**src/sv/abr_pkg.sv**
```systemverilog
// Package: shared types and constants of the affine bilinear RGB resampler.
package abr_pkg;

   localparam int MaxSourceSide = 64;
   localparam int MaxTargetSide = 256;
   localparam int FractionBits  = 12;
   localparam int PosBits       = 24;
   localparam int StepBits      = 21;
   localparam int SideBits      = $clog2(MaxSourceSide);
   localparam int TSideBits     = $clog2(MaxTargetSide);
   localparam int StoreDepth    = MaxSourceSide * MaxSourceSide;
   localparam int AddrBits      = $clog2(StoreDepth);
   localparam int IntBits       = PosBits - FractionBits;
   localparam int CsrIdxBits    = 3;
   localparam int CsrDataBits   = 21;
   localparam int QueueDepth    = 2;

   localparam logic [1:0] CMD_LOAD  = 2'd0;
   localparam logic [1:0] CMD_BEGIN = 2'd1;
   localparam logic [1:0] CMD_EMIT  = 2'd2;
   localparam logic [1:0] CMD_NOP   = 2'd3;

   localparam logic [CsrIdxBits-1:0] REG_SRC_W = 3'd0;
   localparam logic [CsrIdxBits-1:0] REG_SRC_H = 3'd1;
   localparam logic [CsrIdxBits-1:0] REG_TGT_W = 3'd2;
   localparam logic [CsrIdxBits-1:0] REG_TGT_H = 3'd3;
   localparam logic [CsrIdxBits-1:0] REG_UX    = 3'd4;
   localparam logic [CsrIdxBits-1:0] REG_UY    = 3'd5;
   localparam logic [CsrIdxBits-1:0] REG_VX    = 3'd6;
   localparam logic [CsrIdxBits-1:0] REG_VY    = 3'd7;

   typedef struct packed {
      logic [1:0]         command;
      logic [11:0]        load_index;
      logic [7:0]         red_in;
      logic [7:0]         green_in;
      logic [7:0]         blue_in;
      logic signed [23:0] start_x;
      logic signed [23:0] start_y;
   } req_word_type;

   typedef struct packed {
      logic [7:0] red_out;
      logic [7:0] green_out;
      logic [7:0] blue_out;
      logic       row_end;
      logic       frame_end;
   } rsp_word_type;

   // classified work for the back end
   typedef struct packed {
      logic                    is_load;
      logic [AddrBits-1:0]     addr;
      logic [23:0]             pixel;
      logic                    in_bounds;
      logic [SideBits-1:0]     x;
      logic [SideBits-1:0]     y;
      logic [FractionBits-1:0] fx;
      logic [FractionBits-1:0] fy;
      logic                    row_end;
      logic                    frame_end;
   } job_type;

   typedef struct packed {
      logic [SideBits:0] src_w;
      logic [SideBits:0] src_h;
   } geom_type;

endpackage

```
**src/sv/abr_front.sv**
```systemverilog
// Front end: takes request words, walks the affine position, classifies jobs.
module abr_front
   import abr_pkg::*;
(
   input  logic                   clock,
   input  logic                   reset,
   input  logic                   csr_write,
   input  logic [CsrIdxBits-1:0]  csr_index,
   input  logic [CsrDataBits-1:0] csr_data,
   input  logic                   req_valid,
   output logic                   req_stall,
   input  req_word_type           req_word,
   output logic                   job_valid,
   input  logic                   job_stall,
   output job_type                job,
   output geom_type               geom
);

   logic [6:0] src_w_ff, src_h_ff;
   logic [8:0] tgt_w_ff, tgt_h_ff;
   logic [StepBits-1:0] ux_ff, uy_ff, vx_ff, vy_ff;
   logic [PosBits-1:0] org_x_ff, org_y_ff, walk_x_ff, walk_y_ff;
   logic [PosBits-1:0] org_x_in, org_y_in, walk_x_in, walk_y_in;
   logic [TSideBits-1:0] col_ff, row_ff, col_in, row_in;
   logic [SideBits:0] sw, sh;
   logic [TSideBits:0] tw, th;
   logic [IntBits-1:0] ix, iy;
   logic accept, emit, row_last, frame_last, in_bounds;

   always_ff @(posedge clock) begin
      if (reset) begin
         src_w_ff <= 7'd64;
         src_h_ff <= 7'd64;
         tgt_w_ff <= 9'd64;
         tgt_h_ff <= 9'd64;
         ux_ff    <= StepBits'(4096);
         uy_ff    <= '0;
         vx_ff    <= '0;
         vy_ff    <= StepBits'(4096);
      end else if (csr_write) begin
         unique case (csr_index)
            REG_SRC_W: src_w_ff <= csr_data[6:0];
            REG_SRC_H: src_h_ff <= csr_data[6:0];
            REG_TGT_W: tgt_w_ff <= csr_data[8:0];
            REG_TGT_H: tgt_h_ff <= csr_data[8:0];
            REG_UX:    ux_ff    <= csr_data;
            REG_UY:    uy_ff    <= csr_data;
            REG_VX:    vx_ff    <= csr_data;
            REG_VY:    vy_ff    <= csr_data;
            default: ;
         endcase
      end
   end

   always_comb begin
      sw = (src_w_ff == '0) ? (SideBits+1)'(1) :
           (src_w_ff > 7'(MaxSourceSide)) ? (SideBits+1)'(MaxSourceSide) :
           (SideBits+1)'(src_w_ff);
      sh = (src_h_ff == '0) ? (SideBits+1)'(1) :
           (src_h_ff > 7'(MaxSourceSide)) ? (SideBits+1)'(MaxSourceSide) :
           (SideBits+1)'(src_h_ff);
      tw = (tgt_w_ff == '0) ? (TSideBits+1)'(1) :
           (tgt_w_ff > 9'(MaxTargetSide)) ? (TSideBits+1)'(MaxTargetSide) :
           (TSideBits+1)'(tgt_w_ff);
      th = (tgt_h_ff == '0) ? (TSideBits+1)'(1) :
           (tgt_h_ff > 9'(MaxTargetSide)) ? (TSideBits+1)'(MaxTargetSide) :
           (TSideBits+1)'(tgt_h_ff);
   end

   assign geom.src_w = sw;
   assign geom.src_h = sh;

   assign req_stall = job_stall;
   assign accept    = req_valid && !job_stall;
   assign emit      = accept && req_word.command == CMD_EMIT;

   assign ix = walk_x_ff[PosBits-1:FractionBits];
   assign iy = walk_y_ff[PosBits-1:FractionBits];
   assign in_bounds = !walk_x_ff[PosBits-1] && !walk_y_ff[PosBits-1]
                      && ix < IntBits'(sw) && iy < IntBits'(sh);
   assign row_last   = {1'b0, col_ff} >= tw - 1'b1;
   assign frame_last = row_last && {1'b0, row_ff} >= th - 1'b1;

   always_comb begin
      org_x_in  = org_x_ff;
      org_y_in  = org_y_ff;
      walk_x_in = walk_x_ff;
      walk_y_in = walk_y_ff;
      col_in    = col_ff;
      row_in    = row_ff;
      if (accept && req_word.command == CMD_BEGIN) begin
         org_x_in  = req_word.start_x;
         org_y_in  = req_word.start_y;
         walk_x_in = req_word.start_x;
         walk_y_in = req_word.start_y;
         col_in    = '0;
         row_in    = '0;
      end else if (emit) begin
         if (row_last) begin
            org_x_in  = org_x_ff + PosBits'(signed'(vx_ff));
            org_y_in  = org_y_ff + PosBits'(signed'(vy_ff));
            walk_x_in = org_x_in;
            walk_y_in = org_y_in;
            col_in    = '0;
            row_in    = frame_last ? '0 : row_ff + 1'b1;
         end else begin
            walk_x_in = walk_x_ff + PosBits'(signed'(ux_ff));
            walk_y_in = walk_y_ff + PosBits'(signed'(uy_ff));
            col_in    = col_ff + 1'b1;
         end
      end
   end

   always_ff @(posedge clock) begin
      if (reset) begin
         org_x_ff  <= '0;
         org_y_ff  <= '0;
         walk_x_ff <= '0;
         walk_y_ff <= '0;
         col_ff    <= '0;
         row_ff    <= '0;
      end else begin
         org_x_ff  <= org_x_in;
         org_y_ff  <= org_y_in;
         walk_x_ff <= walk_x_in;
         walk_y_ff <= walk_y_in;
         col_ff    <= col_in;
         row_ff    <= row_in;
      end
   end

   assign job_valid = req_valid && (req_word.command == CMD_EMIT ||
                      (req_word.command == CMD_LOAD &&
                       {1'b0, req_word.load_index} < 13'(StoreDepth)));
   always_comb begin
      job.is_load   = req_word.command == CMD_LOAD;
      job.addr      = AddrBits'(req_word.load_index);
      job.pixel     = {req_word.red_in, req_word.green_in, req_word.blue_in};
      job.in_bounds = in_bounds;
      job.x         = SideBits'(ix);
      job.y         = SideBits'(iy);
      job.fx        = walk_x_ff[FractionBits-1:0];
      job.fy        = walk_y_ff[FractionBits-1:0];
      job.row_end   = row_last;
      job.frame_end = frame_last;
   end

endmodule

```
**config.mk**
```make
export PLATFORM = sky130hd
export DESIGN_NAME = abr_front
export DESIGN_NICKNAME = d
export VERILOG_FILES = /design/src/sv/abr_pkg.sv /design/src/sv/abr_front.sv
export SDC_FILE = /design/constraint.sdc
export NUM_CORES = 1
export LEC_CHECK = 0
export BUFFER_PORTS_ARGS = -buffer_cell sky130_fd_sc_hd__buf_2
export CAP_MARGIN = 30
export CORE_ASPECT_RATIO = 0.6
export CORE_MARGIN = 2
export CORE_UTILIZATION = 25
export CTS_CLUSTER_SIZE = 30
export DETAILED_ROUTE_END_ITERATION = 6
export PLACE_DENSITY_LB_ADDON = 0.15
export RECOVER_POWER = 100
export SETUP_SLACK_MARGIN = 0.2
export SLEW_MARGIN = 20
export SYNTH_ARGS = -nofsm -noshare
export SYNTH_HDL_FRONTEND = slang
export SYNTH_SLANG_ARGS = --single-unit
```
**constraint.sdc**
```tcl
create_clock -name clock -period 5.7 [get_ports clock]
set_clock_uncertainty 0.1 [all_clocks]
set_input_delay 0.57 -clock clock [delete_from_list [all_inputs] [get_ports clock]]
set_output_delay 0.57 -clock clock [all_outputs]
set_load 0.005 [all_outputs]
```
==> summary.md <==
| Metric | Value |
|---|---|
| HP Class | in2reg |
| Die Area | 0.0619 mm2 |
| Status | finished with violations |
| Final HPWL DP | 41.8 mm |
| Area share of the largest cell type after synthesis | 30.5% |
| Routed length on met1 | 30.8 mm |
| Synth-to-layout area growth | 11.3% |
| Final wirelength | 57.1 mm |
| DR vias | 14,100 |
| Failing checks | max-capacitance violations, max-slew violations |
| Crit path max fanout | 22 |
| Clock-pin slew on the worst setup and hold paths | 0.06 ns |
| Met3 WL | 3.39 mm |
| Total gr overflow | 0 |
| H-tree levels | 1 |
| Root Driver | clkbuf_16 |
| Post-synth EDFFs | 0 |
| Post-DR wirelength/cell | 20.5 um |
| Cell family with most CP delay | simple AND/OR/NAND/NOR gates |
| Final Setup Violations | 0 |
| Share of cells above drive strength 1 | 8.66% |
| CTS Buf Count | 27 |
| Chip Width | 320 um |
| Slew at the pin closest to its max-slew limit | 1.73 ns |
| Max VDD drop | 155 uV |
| Tmin final | 5.07 ns |
| Vias in the first global route | 13,300 |
| Skew-Pair Late Insertion Delay | 0.56 ns |
| WS Path Type | reg2reg |
| WL met2 | 22.1 mm |
| Most used DFF post-synth | dfxtp_1 |
| Final Cycle Share | 88.9% |
| Drt first pass iters | 5 |
| Crit path capture type | flip-flop |
| Ranking of synthesized cells by area | dfxtp_1 30%, ha_1 10%, nand2_1 10% |
| Setup_tns | 0 ns |
| #FFs+latches synth | 228 |
| Tot Pwr | 3.92 mW |
| CTS tree | built |
| Synth Cell Area | 0.0150 mm2 |
| RSZ-0062 raised after global routing | no |
| First-pass GRT wire length | 85.4 mm |
| Slowest-stage cell, CP | nand2_1 |
| Post-synth top cells | 403 x nand2_1, 239 x a21oi_1, 228 x dfxtp_1, 173 x nor2_1, 124 x ha_1 |
| Die H | 194 um |
| Buf/Inv on CP | 2 |
| Antenna diodes | 0 |
| Initial antenna violation count | 1 |
| Fin. Hold Viols | 0 |
| Largest net degree at the start of global routing | 108 |
| Cells after Synth | 1,979 |
| Final Instance Area | 0.0167 mm2 |
| CP arrival | 5.44 ns |
| Slowest stage delay, CP | 0.91 ns |
| Max-slew violation count | 44 |
| Layout fillers | 6,532 |
| Synth unique cells | 73 |
| Core area | 0.0592 mm2 |
| Critical path startpoint category | flip-flop |
| GR Util All Layers | 17.9% |
| PD cells | 235 mW/mm2 |
| Number of core rows | 69 |
| # Post-CTS Setup Buffers | 0 |
| Peak Freq | 197 MHz |
| DR DRC count | 0 |
| Highest routed layer | met4 |
| Final ANT Viol Nets | 0 |
| Mean Syn Cell Area | 7.56 um2 |
| Leak | 6.80 nW |
| Post-CTS Resized | 0 |
| Buffer depth of the longest clock path | 3 |
| Max-Cap Viols | 2 |
| Clock tree sinks | 228 |
| Worst rel slew slack | -15.0% |
| IO Port Bufs | 134 |
| Final Wtd Congestion | 0.806 |
| CP Cell Sequence | nor4_1, nand2b_1, nor3_1, o21bai_1, ha_1, o21ai_0, nor3_1, nor3b_1, nor2_1, ha_1, a2111oi_0, o21ai_0, a22oi_1, inv_2, nand2_1, clkbuf_1, a21oi_1, xnor2_1, a211oi_2 |
| Area after DPL | 0.0159 mm2 |
| Post-Synthesis Net Count | 2,222 |
| Largest area contributor in the netlist | dfxtp_1 |
| Sequential share of the synthesized area | 30.5% |
| Final nets | 2,235 |
| Asr flop ratio synth | 0% |
| Synth warn | 0 |
| Most frequent cell after synthesis | nand2_1 |
| CP required | 6.07 ns |
| Cts hold-fix bufs | 0 |
| I/O pin cnt | 207 |
| Initial core utilization | 25.3% |
| Via density | 5.07 |
| Initial drt markers | 1,223 |
## registers in the layout (all words and copies together), names as in the netlist
register and cells:
tgt_w_ff 9, src_w_ff 7, tgt_h_ff 9, ux_ff 21
walk_x_ff 24, col_ff 8, src_h_ff 7, uy_ff 21
row_ff 8, walk_y_ff 24, org_y_ff 24, vx_ff 21
vy_ff 21, org_x_ff 24
## kinds of logic (layout without fill, tap and decap cells)
family	count (synthesis)	count (layout)	share of synthesized area (%)
muxes	4	4	0.267
AOI/OAI and AO/OA	551	551	23.4
buffers and inverters	217	247	7.53
adders and majority gates	128	128	10.9
and+or+nand+nor	754	754	21.7
DFF	228	228	30.5
xor gates and xnor gates	97	97	5.67
## area by class of cell
| class | count | area, um2 | area share, % |
|---|---|---|---|
| clock buffers | 40 | 785 | 4.71 |
| well taps | 781 | 977 | 5.86 |
| clock inverters | 6 | 83.8 | 0.503 |
| flip-flops and latches | 228 | 4560 | 27.4 |
| multi-input cells | 1534 | 9280 | 55.7 |
| inverters | 40 | 150 | 0.901 |
| repair buffers | 161 | 830 | 4.98 |
## per-layer routing
layer	track usage (%)	vias up
met1	28.9	6771
li1	-	6910
met4	2.94	0
met3	2.70	43
met2	24.7	413
met5	0	-
## power by group
group	internal (mW)	switching, mW
combinational	0.160	0.287
clock	1.03	0.749
sequential	1.64	0.0467
total	2.83	1.08
## layout by cell type (no fill, tap or decap), types with 39 or more instances in the layout
cell type | Yosys | layout
nand2_1 | 403 | 403
a21oi_1 | 239 | 240
dfxtp_1 | 228 | 228
nor2_1 | 173 | 172
ha_1 | 124 | 124
buf_2 | 9 | 102
o21ai_0 | 61 | 61
xnor2_1 | 54 | 54
xor2_1 | 43 | 43
clkbuf_1 | 74 | 43
a21o_1 | 41 | 41
inv_1 | 40 | 39
## worst paths after layout
path                start            to  slack [ns]  depth (start not counted)
max           tgt_w_ff[3]  org_x_ff[23]        0.63                         19
min reg2reg      uy_ff[4]      uy_ff[4]        0.36                          2
min          req_word[28]  walk_x_ff[4]        0.15                          3
max reg2reg   tgt_w_ff[3]  org_x_ff[23]        0.63                         19
## stage by stage
step,hold slack (ns),cells,worst slack (ns),utilization [%]
5_1_grt,0.144,2790,0.228,28.1
2_1_floorplan,0.336,1979,1.81,-
3_3_place_gp,0.344,2741,1.12,26.8
6_report,0.153,2790,0.634,28.1
4_1_cts,0.124,2788,0.636,28.3
3_5_place_dp,0.351,2742,1.07,26.8
## worst reg2reg max path: stages (launching register included)
cell	delay [ns]
dfxtp_1	0.37
nor4_1	0.42
nand2b_1	0.17
nor3_1	0.16
o21bai_1	0.11
ha_1	0.26
o21ai_0	0.17
nor3_1	0.08
nor3b_1	0.20
nor2_1	0.08
ha_1	0.18
a2111oi_0	0.25
o21ai_0	0.15
a22oi_1	0.24
inv_2	0.28
nand2_1	0.92
clkbuf_1	0.39
a21oi_1	0.11
xnor2_1	0.15
a211oi_2	0.20
Note: power is estimated with default switching activity, not from simulation.
