$ cat src/sv/abr_pkg.sv
// Package: shared types and constants of the affine bilinear RGB resampler.
package abr_pkg;

   localparam int MaxSourceSide = 64;
   localparam int MaxTargetSide = 256;
   localparam int FractionBits  = 12;
   localparam int PosBits       = 24;
   localparam int StepBits      = 21;
   localparam int SideBits      = $clog2(MaxSourceSide);
   localparam int TSideBits     = $clog2(MaxTargetSide);
   localparam int StoreDepth    = MaxSourceSide * MaxSourceSide;
   localparam int AddrBits      = $clog2(StoreDepth);
   localparam int IntBits       = PosBits - FractionBits;
   localparam int CsrIdxBits    = 3;
   localparam int CsrDataBits   = 21;
   localparam int QueueDepth    = 2;

   localparam logic [1:0] CMD_LOAD  = 2'd0;
   localparam logic [1:0] CMD_BEGIN = 2'd1;
   localparam logic [1:0] CMD_EMIT  = 2'd2;
   localparam logic [1:0] CMD_NOP   = 2'd3;

   localparam logic [CsrIdxBits-1:0] REG_SRC_W = 3'd0;
   localparam logic [CsrIdxBits-1:0] REG_SRC_H = 3'd1;
   localparam logic [CsrIdxBits-1:0] REG_TGT_W = 3'd2;
   localparam logic [CsrIdxBits-1:0] REG_TGT_H = 3'd3;
   localparam logic [CsrIdxBits-1:0] REG_UX    = 3'd4;
   localparam logic [CsrIdxBits-1:0] REG_UY    = 3'd5;
   localparam logic [CsrIdxBits-1:0] REG_VX    = 3'd6;
   localparam logic [CsrIdxBits-1:0] REG_VY    = 3'd7;

   typedef struct packed {
      logic [1:0]         command;
      logic [11:0]        load_index;
      logic [7:0]         red_in;
      logic [7:0]         green_in;
      logic [7:0]         blue_in;
      logic signed [23:0] start_x;
      logic signed [23:0] start_y;
   } req_word_type;

   typedef struct packed {
      logic [7:0] red_out;
      logic [7:0] green_out;
      logic [7:0] blue_out;
      logic       row_end;
      logic       frame_end;
   } rsp_word_type;

   // classified work for the back end
   typedef struct packed {
      logic                    is_load;
      logic [AddrBits-1:0]     addr;
      logic [23:0]             pixel;
      logic                    in_bounds;
      logic [SideBits-1:0]     x;
      logic [SideBits-1:0]     y;
      logic [FractionBits-1:0] fx;
      logic [FractionBits-1:0] fy;
      logic                    row_end;
      logic                    frame_end;
   } job_type;

   typedef struct packed {
      logic [SideBits:0] src_w;
      logic [SideBits:0] src_h;
   } geom_type;

endpackage

$ cat src/sv/abr_queue.sv
// Short job queue between front and back ends.
module abr_queue
   import abr_pkg::*;
(
   input  logic    clock,
   input  logic    reset,
   input  logic    in_valid,
   output logic    in_stall,
   input  job_type in_job,
   output logic    out_valid,
   input  logic    out_stall,
   output job_type out_job
);

   localparam int PtrBits = $clog2(QueueDepth);

   job_type slot_ff [QueueDepth];
   logic [PtrBits-1:0] wr_ff, rd_ff;
   logic [PtrBits:0] cnt_ff;
   logic push, pop;

   assign in_stall  = cnt_ff == (PtrBits+1)'(QueueDepth);
   assign out_valid = cnt_ff != '0;
   assign out_job   = slot_ff[rd_ff];
   assign push = in_valid && !in_stall;
   assign pop  = out_valid && !out_stall;

   always_ff @(posedge clock) begin
      if (push) slot_ff[wr_ff] <= in_job;
   end

   always_ff @(posedge clock) begin
      if (reset) begin
         wr_ff  <= '0;
         rd_ff  <= '0;
         cnt_ff <= '0;
      end else begin
         if (push) wr_ff <= wr_ff + 1'b1;
         if (pop) rd_ff <= rd_ff + 1'b1;
         cnt_ff <= cnt_ff + (PtrBits+1)'(push) - (PtrBits+1)'(pop);
      end
   end

endmodule

$ cat config.mk
export PLATFORM = sky130hd
export DESIGN_NAME = abr_queue
export DESIGN_NICKNAME = d
export VERILOG_FILES = /design/src/sv/abr_pkg.sv /design/src/sv/abr_queue.sv
export SDC_FILE = /design/constraint.sdc
export NUM_CORES = 1
export LEC_CHECK = 0
export ABC_CLOCK_PERIOD_IN_PS = 3200
export BUFFER_PORTS_ARGS = -buffer_cell sky130_fd_sc_hd__buf_2
export CORE_AREA = 5 5 113 115
export CTS_CLUSTER_DIAMETER = 100
export DETAILED_ROUTE_END_ITERATION = 8
export DIE_AREA = 0 0 118 120
export MAX_ROUTING_LAYER = met4
export PLACE_DENSITY = 0.79
export SLEW_MARGIN = 20
export SYNTH_ARGS = -nofsm -noshare
export SYNTH_HDL_FRONTEND = slang
export SYNTH_SLANG_ARGS = --single-unit
$ cat constraint.sdc
create_clock -name clock -period 3.2 [get_ports clock]
set_clock_uncertainty 0.1 [all_clocks]
set_input_delay 0.32 -clock clock [delete_from_list [all_inputs] [get_ports clock]]
set_output_delay 0.32 -clock clock [all_outputs]
set_load 0.03 [all_outputs]
==> results.ini, run 1 <==
[final_layout]
syn2layout_area_growth_pct = 37.50
n_fill_cell = 744
final_util_pct = 68.99
nets = 586
layout_common_cells = buf_2, edfxtp_1, dlygate4sd3_1
layout-drive-gt1-share_pct = 52.43
layout_commonest_cell = buf_2

[detailed_routing]
detail_route.iter0.violations = 207
routed_wl_um = 11570
wl_met2_um = 5948
via_per_inst = 4.884
firstDrtPassIters = 4
postRouteAntennaNets = 0
route.met3.wl_um = 687
vias = 3238
avgRoutedWirePerCell_um = 17.45
wl_met1_um = 4730
top_layer = met4
route.detailed.drc = 0

[sta]
fin_tns_setup_ps = 0
hold_ws_ps = 10.78
min_period_ps = 2484
slew-limit-headroom_pct = 62.05
grt_setup_unrepaired = false
drv_slew = 0
setup_violations = 0
worst_pin_slew_ps = 569.2
fmax_mhz = 402.6
hold_viol_final = 0
period_share_pct = 77.62

[setup_path]
r2r_start = cnt_ff[0]
cp_max_fo = 46
crit_required_ps = 2780
crit_path_start_kind = flip-flop
cp-end-kind = output pin
rrSetupSlack_ps = 1250
crit_type = reg -> out
critPathArrivalTime_ps = 2060

[power_and_ir_drop]
p_clk_share_pct = 29.4
p_int_mw = 4.586
combinationalPowerShare_pct = 29.0
seq_power_share_pct = 41.5
p_sw_mw = 2.060
power.leakage_nw = 3.163
peakVddDrop_v = 0.0004987
p_sw_share_pct = 30.99
p_per_area_nw_per_um2 = 822.7

[synth]
ys_ff_latch = 157
syn_inst = 265
synth_area_um2 = 5876
ys_warn_count = 0
avgSynthCellArea_um2 = 22.17
yosys.cell_types.count = 20
ys_seq_area_share_pct = 79.39
syn_nets = 347

[floorplan]
pin_count = 158
dieHeight_um = 120
die_x_um = 118
core_area_um2 = 11710
num_rows = 40
initial_core_util_pct = 50.17
dieArea_um2 = 14160

[cts]
path_clk_slew_ps = 60
htreeDepth = 4
cts_sinks = 157
clockBufferDepth = 2
clkLatencyLatePin_ps = 410
root_buffer = clkbuf_16
cts_tree = done
numCtsBuffers = 17

[placement]
port_buffers = 157
globalplace.congestion = 0.7407
dp_hpwl_um = 7112

[hold_path]
hp-class = in -> reg
hp-start = in_job[68]

[grt]
grt_first_pass_wirelength_um = 17990
grt_max_degree = 47
antenna_found_initial = 1
track_usage_pct = 16.96
grt_pass1_vias = 3538
overflow = 0

[status]
run_status = finished, final reports clean

[run]
cap_violations = 0

## sequential cells by signal (all words and copies together) (netlist names), named ones only
name / cells
cnt_ff: 2
slot_ff: 152
wr_ff: 1
rd_ff: 1
## worst max-delay path: stages, from the launching register on
cell and delay [ps]:
dfxtp_4 700, buf_12 370, mux2_2 380, buf_2 180
## through the flow
stage                     total power, mW  instance area [um^2]  instances  worst slack [ps]
after floorplan                     4.192                  5876        265             229.7
after global placement              4.642                  6838        566              1135
after detailed placement            4.687                  6838        566              1112
after CTS                           6.710                  8046        659             671.6
after global routing                6.908                  8079        663             631.4
final                               6.646                  8079        663             716.1
## logic make-up after synthesis
logic type,after synthesis,synth area share [%]
xor gates and xnor gates,1,0.1491
AOI/OAI and AO/OA,5,0.4258
buffers and inverters,13,1.469
DFF,157,79.39
muxes,76,17.12
and+or+nand+nor,11,1.022
adders and majority gates,2,0.4258
## cell usage after synthesis
cell	count	area (um^2)
a21oi_1	3	15.01
and2_1	1	6.260
and3_1	1	6.260
buf_2	3	15.01
buf_4	1	7.510
buf_6	4	45.04
dfxtp_1	5	100.1
edfxtp_1	152	4564
ha_1	2	25.02
inv_1	5	18.77
mux2_2	36	405.4
mux2_4	40	600.6
nand2_1	1	3.750
nand2b_2	1	8.760
nor2_1	3	11.26
nor2b_1	1	6.260
nor3_1	1	5.000
o21ai_0	2	10.01
or3_1	2	12.51
xor2_1	1	8.760
## per-layer routing
metal	GRT usage [%]	vias to the layer above
met4	6.953	0
met1	18.90	1576
met3	4.901	18
met5	-	-
met2	28.78	119
li1	-	1525
## worst paths after layout
check        cells after the start        endpoint
min                              1  slot_ff[0][68]
min reg2reg                      2           wr_ff
max reg2reg                      5  slot_ff[0][54]
max                              3      out_job[6]
## power by group through the flow
| stage | registers, mW | clock network (mW) | logic (mW) |
|---|---|---|---|
| 2_1_floorplan | 2.74 | 0 | 1.46 |
| 3_3_place_gp | 2.78 | 0 | 1.86 |
| 3_5_place_dp | 2.81 | 0 | 1.88 |
| 4_1_cts | 2.77 | 2.00 | 1.94 |
| 5_1_grt | 2.79 | 2.08 | 2.03 |
| 6_report | 2.76 | 1.96 | 1.93 |
## repair_timing
| action | 4_1_cts | 5_1_grt |
|---|---|---|
| hold endpoints to repair | 123 | 6 |
| hold buffers | 63 | 3 |
| setup buffers | 0 | 0 |
| resized for setup | 0 | 0 |
## area by class of cell
type / count / area [um^2] / area share, %
timing repair buffer: 228 / 1496 / 18.52
multi-input combinational: 95 / 1130 / 13.98
clock inverter: 12 / 148.9 / 1.843
inverter: 5 / 20.02 / 0.2478
antenna: 1 / 2.502 / 0.03097
clock buffer: 18 / 429.2 / 5.312
sequential: 157 / 4668 / 57.78
tap: 147 / 183.9 / 2.277
Power figures use the tool's default switching activity.
==> inputs of run 2 (changes only) <==
ABC_CLOCK_PERIOD_IN_PS = 2300   (was 3200)
clock period = 2.3 ns   (was 3.2 ns; I/O delays follow)
==> results.ini, run 2 (synthesis gave the netlist of run 1 again) <==
[sta]
fin_tns_setup_ps = 0  ; unchanged
hold_viol_final = 0  ; unchanged
grt_setup_unrepaired = false  ; unchanged
worst_pin_slew_ps = 349.6  ; was 569.2 ps
period_share_pct = 86.10
fmax_mhz = 505.0
min_period_ps = 1980
slew-limit-headroom_pct = 76.70  ; was 62.05%
drv_slew = 0  ; unchanged
setup_violations = 0  ; unchanged

[grt]
antenna_found_initial = 0  ; was 1
grt_pass1_vias = 3690  ; was 3538
overflow = 0  ; unchanged
track_usage_pct = 17.23  ; was 16.96%
grt_first_pass_wirelength_um = 18440  ; was 17990 um
grt_max_degree = 44  ; was 47

[final_layout]
top_regs = slot_ff x152, cnt_ff x2  ; unchanged
antennaDiodeCount = 0  ; was 1
nets = 598  ; was 586
layout_commonest_cell = buf_2  ; unchanged
layout_common_cells = buf_2, edfxtp_1, dlygate4sd3_1  ; unchanged
layout-drive-gt1-share_pct = 51.61  ; was 52.43%
n_fill_cell = 769  ; was 744
syn2layout_area_growth_pct = 40.14  ; was 37.50%
largest_register_ffs = 152  ; unchanged
top_register = slot_ff  ; unchanged
final_cells = 676  ; was 663

[setup_path]
cp-end-kind = output pin  ; unchanged
crit_slowest_cell = mux2_2  ; was dfxtp_4
worst_path_largest_cell_delay_ps = 400  ; was 700 ps
critPathArrivalTime_ps = 1650  ; was 2060 ps
reg2reg_to = slot_ff[0][24]  ; was slot_ff[0][54]
r2r_cells = 5  ; unchanged
crit_required_ps = 1970  ; was 2780 ps
r2r_start = cnt_ff[0]  ; unchanged
crit_type = reg -> out  ; unchanged
rrSetupSlack_ps = 510  ; was 1250 ps
path_cells = buf_12 -> mux2_2 -> buf_2  ; unchanged
cp_max_fo = 41  ; was 46
crit_path_start_kind = flip-flop  ; unchanged

[cts]
clockBufferDepth = 2  ; unchanged
path_clk_slew_ps = 50  ; was 60 ps
numCtsBuffers = 17  ; unchanged
cts_tree = done  ; unchanged
cts_sinks = 157  ; unchanged
htreeDepth = 4  ; unchanged
post_cts_resized = 0  ; unchanged
clkLatencyLatePin_ps = 410  ; about the same
root_buffer = clkbuf_16  ; unchanged

[power_and_ir_drop]
power.leakage_nw = 3.188  ; was 3.163 nW
p_clk_share_pct = 27.5  ; was 29.4%
p_per_area_nw_per_um2 = 1110  ; was 822.7 nW/um^2
p_sw_mw = 2.881  ; was 2.060 mW
combinationalPowerShare_pct = 31.2  ; was 29.0%
p_int_mw = 6.258  ; was 4.586 mW
p_sw_share_pct = 31.53  ; was 30.99%
seq_power_share_pct = 41.3  ; was 41.5%
peakVddDrop_v = 0.0006611  ; was 0.0004987 V

[detailed_routing]
route.detailed.drc = 0  ; unchanged
via_per_inst = 4.820  ; was 4.884
postRouteAntennaNets = 0  ; unchanged
avgRoutedWirePerCell_um = 17.27  ; was 17.45 um
detail_route.iter0.violations = 151  ; was 207
routed_wl_um = 11680  ; was 11570 um
firstDrtPassIters = 4  ; unchanged
vias = 3258  ; was 3238

[floorplan]
core_area_um2 = 11710  ; unchanged
num_rows = 40  ; unchanged
dieHeight_um = 120  ; unchanged
dieArea_um2 = 14160  ; unchanged
pin_count = 158  ; unchanged
initial_core_util_pct = 50.17  ; unchanged
die_x_um = 118  ; unchanged

[placement]
globalplace.congestion = 0.7383  ; was 0.7407
dp_cells = 567  ; was 566
port_buffers = 157  ; unchanged
dp_hpwl_um = 6933  ; was 7112 um

[hold_path]
whs_path_depth = 3  ; was 1
hp-start = out_stall  ; was in_job[68]
hp-class = in -> reg  ; unchanged

[run]
cap_violations = 0  ; unchanged

[status]
run_status = finished, final reports clean  ; unchanged

## run 2: changes by cell type in the layout (fill, tap and decap cells not counted), moves of 3 or more
cell	delta
clkbuf_1	+3
buf_4	-4
clkinv_2	-3
dlygate4sd3_1	+11
clkinvlp_4	+5
buf_12	+5
## run 2: area by class of cell
class / instances / area, um^2 / share of cell area [%]
inverter: 5 / 26.28 / 0.3191
sequential: 157 / 4671 / 56.72
timing repair buffer: 240 / 1677 / 20.36
multi-input combinational: 95 / 1140 / 13.84
clock inverter: 11 / 96.34 / 1.170
clock buffer: 21 / 440.4 / 5.349
tap: 147 / 183.9 / 2.234
## run 2: what timing repair did
item	CTS	global route
setup endpoints to repair	0	0
setup buffers	0	0
endpoints found under the hold margin	157	0
hold buffers	77	0
## run 2: worst max-delay path, delay by kind of cell (launching register included)
kind / cells / cell delay (ps)
buffers and inverters: 2 / 440
DFF: 1 / 370
muxes: 1 / 400
## run 2: metrics by stage
step,setup slack (ps),power [mW],area [um^2],util [%],hold slack [ps]
after CTS,309.9,9.222,8234,70.31,64.60
after global placement,577.9,6.536,6927,59.15,317.5
after floorplan,-32.78,5.846,5897,-,194.2
after detailed placement,525.9,6.595,6927,59.15,321.7
final,319.8,9.139,8234,70.31,82.47
after global routing,258.1,9.537,8234,70.31,65.99
## run 2: metal layers
| layer | share of wire [%] | vias to the layer above | global-route usage [%] | wire [um] |
|---|---|---|---|---|
| li1 | - | 1542 | - | - |
| met5 | 0 | - | - | 0 |
| met2 | 55 | 108 | 29.67 | 6404 |
| met1 | 38 | 1591 | 18.55 | 4448 |
| met3 | 5.5 | 17 | 6.173 | 648 |
| met4 | 1.5 | 0 | 5.878 | 175 |
## run 2: how the worst max path moves through the flow
| stage | startpoint | end | slack [ps] | depth (start not counted) |
|---|---|---|---|---|
| global route | flip-flop | out_job[70] | 260 | 3 |
| finish | flip-flop | out_job[70] | 320 | 3 |
| floorplan | cnt_ff[0] | slot_ff[0][0] | -30 | 4 |
| CTS | flip-flop | out_job[70] | 310 | 3 |
| global placement | cnt_ff[0] | slot_ff[0][66] | 580 | 5 |
| detailed placement | cnt_ff[0] | slot_ff[0][62] | 530 | 5 |
## run 2: power by group through the flow
stage                     logic [mW]  clock network (mW)  registers, mW
final                           2.85                2.51           3.77
after global routing            3.02                2.71           3.81
after floorplan                 2.05                   0           3.80
after CTS                       2.88                2.57           3.77
after global placement          2.74                   0           3.80
after detailed placement        2.77                   0           3.83
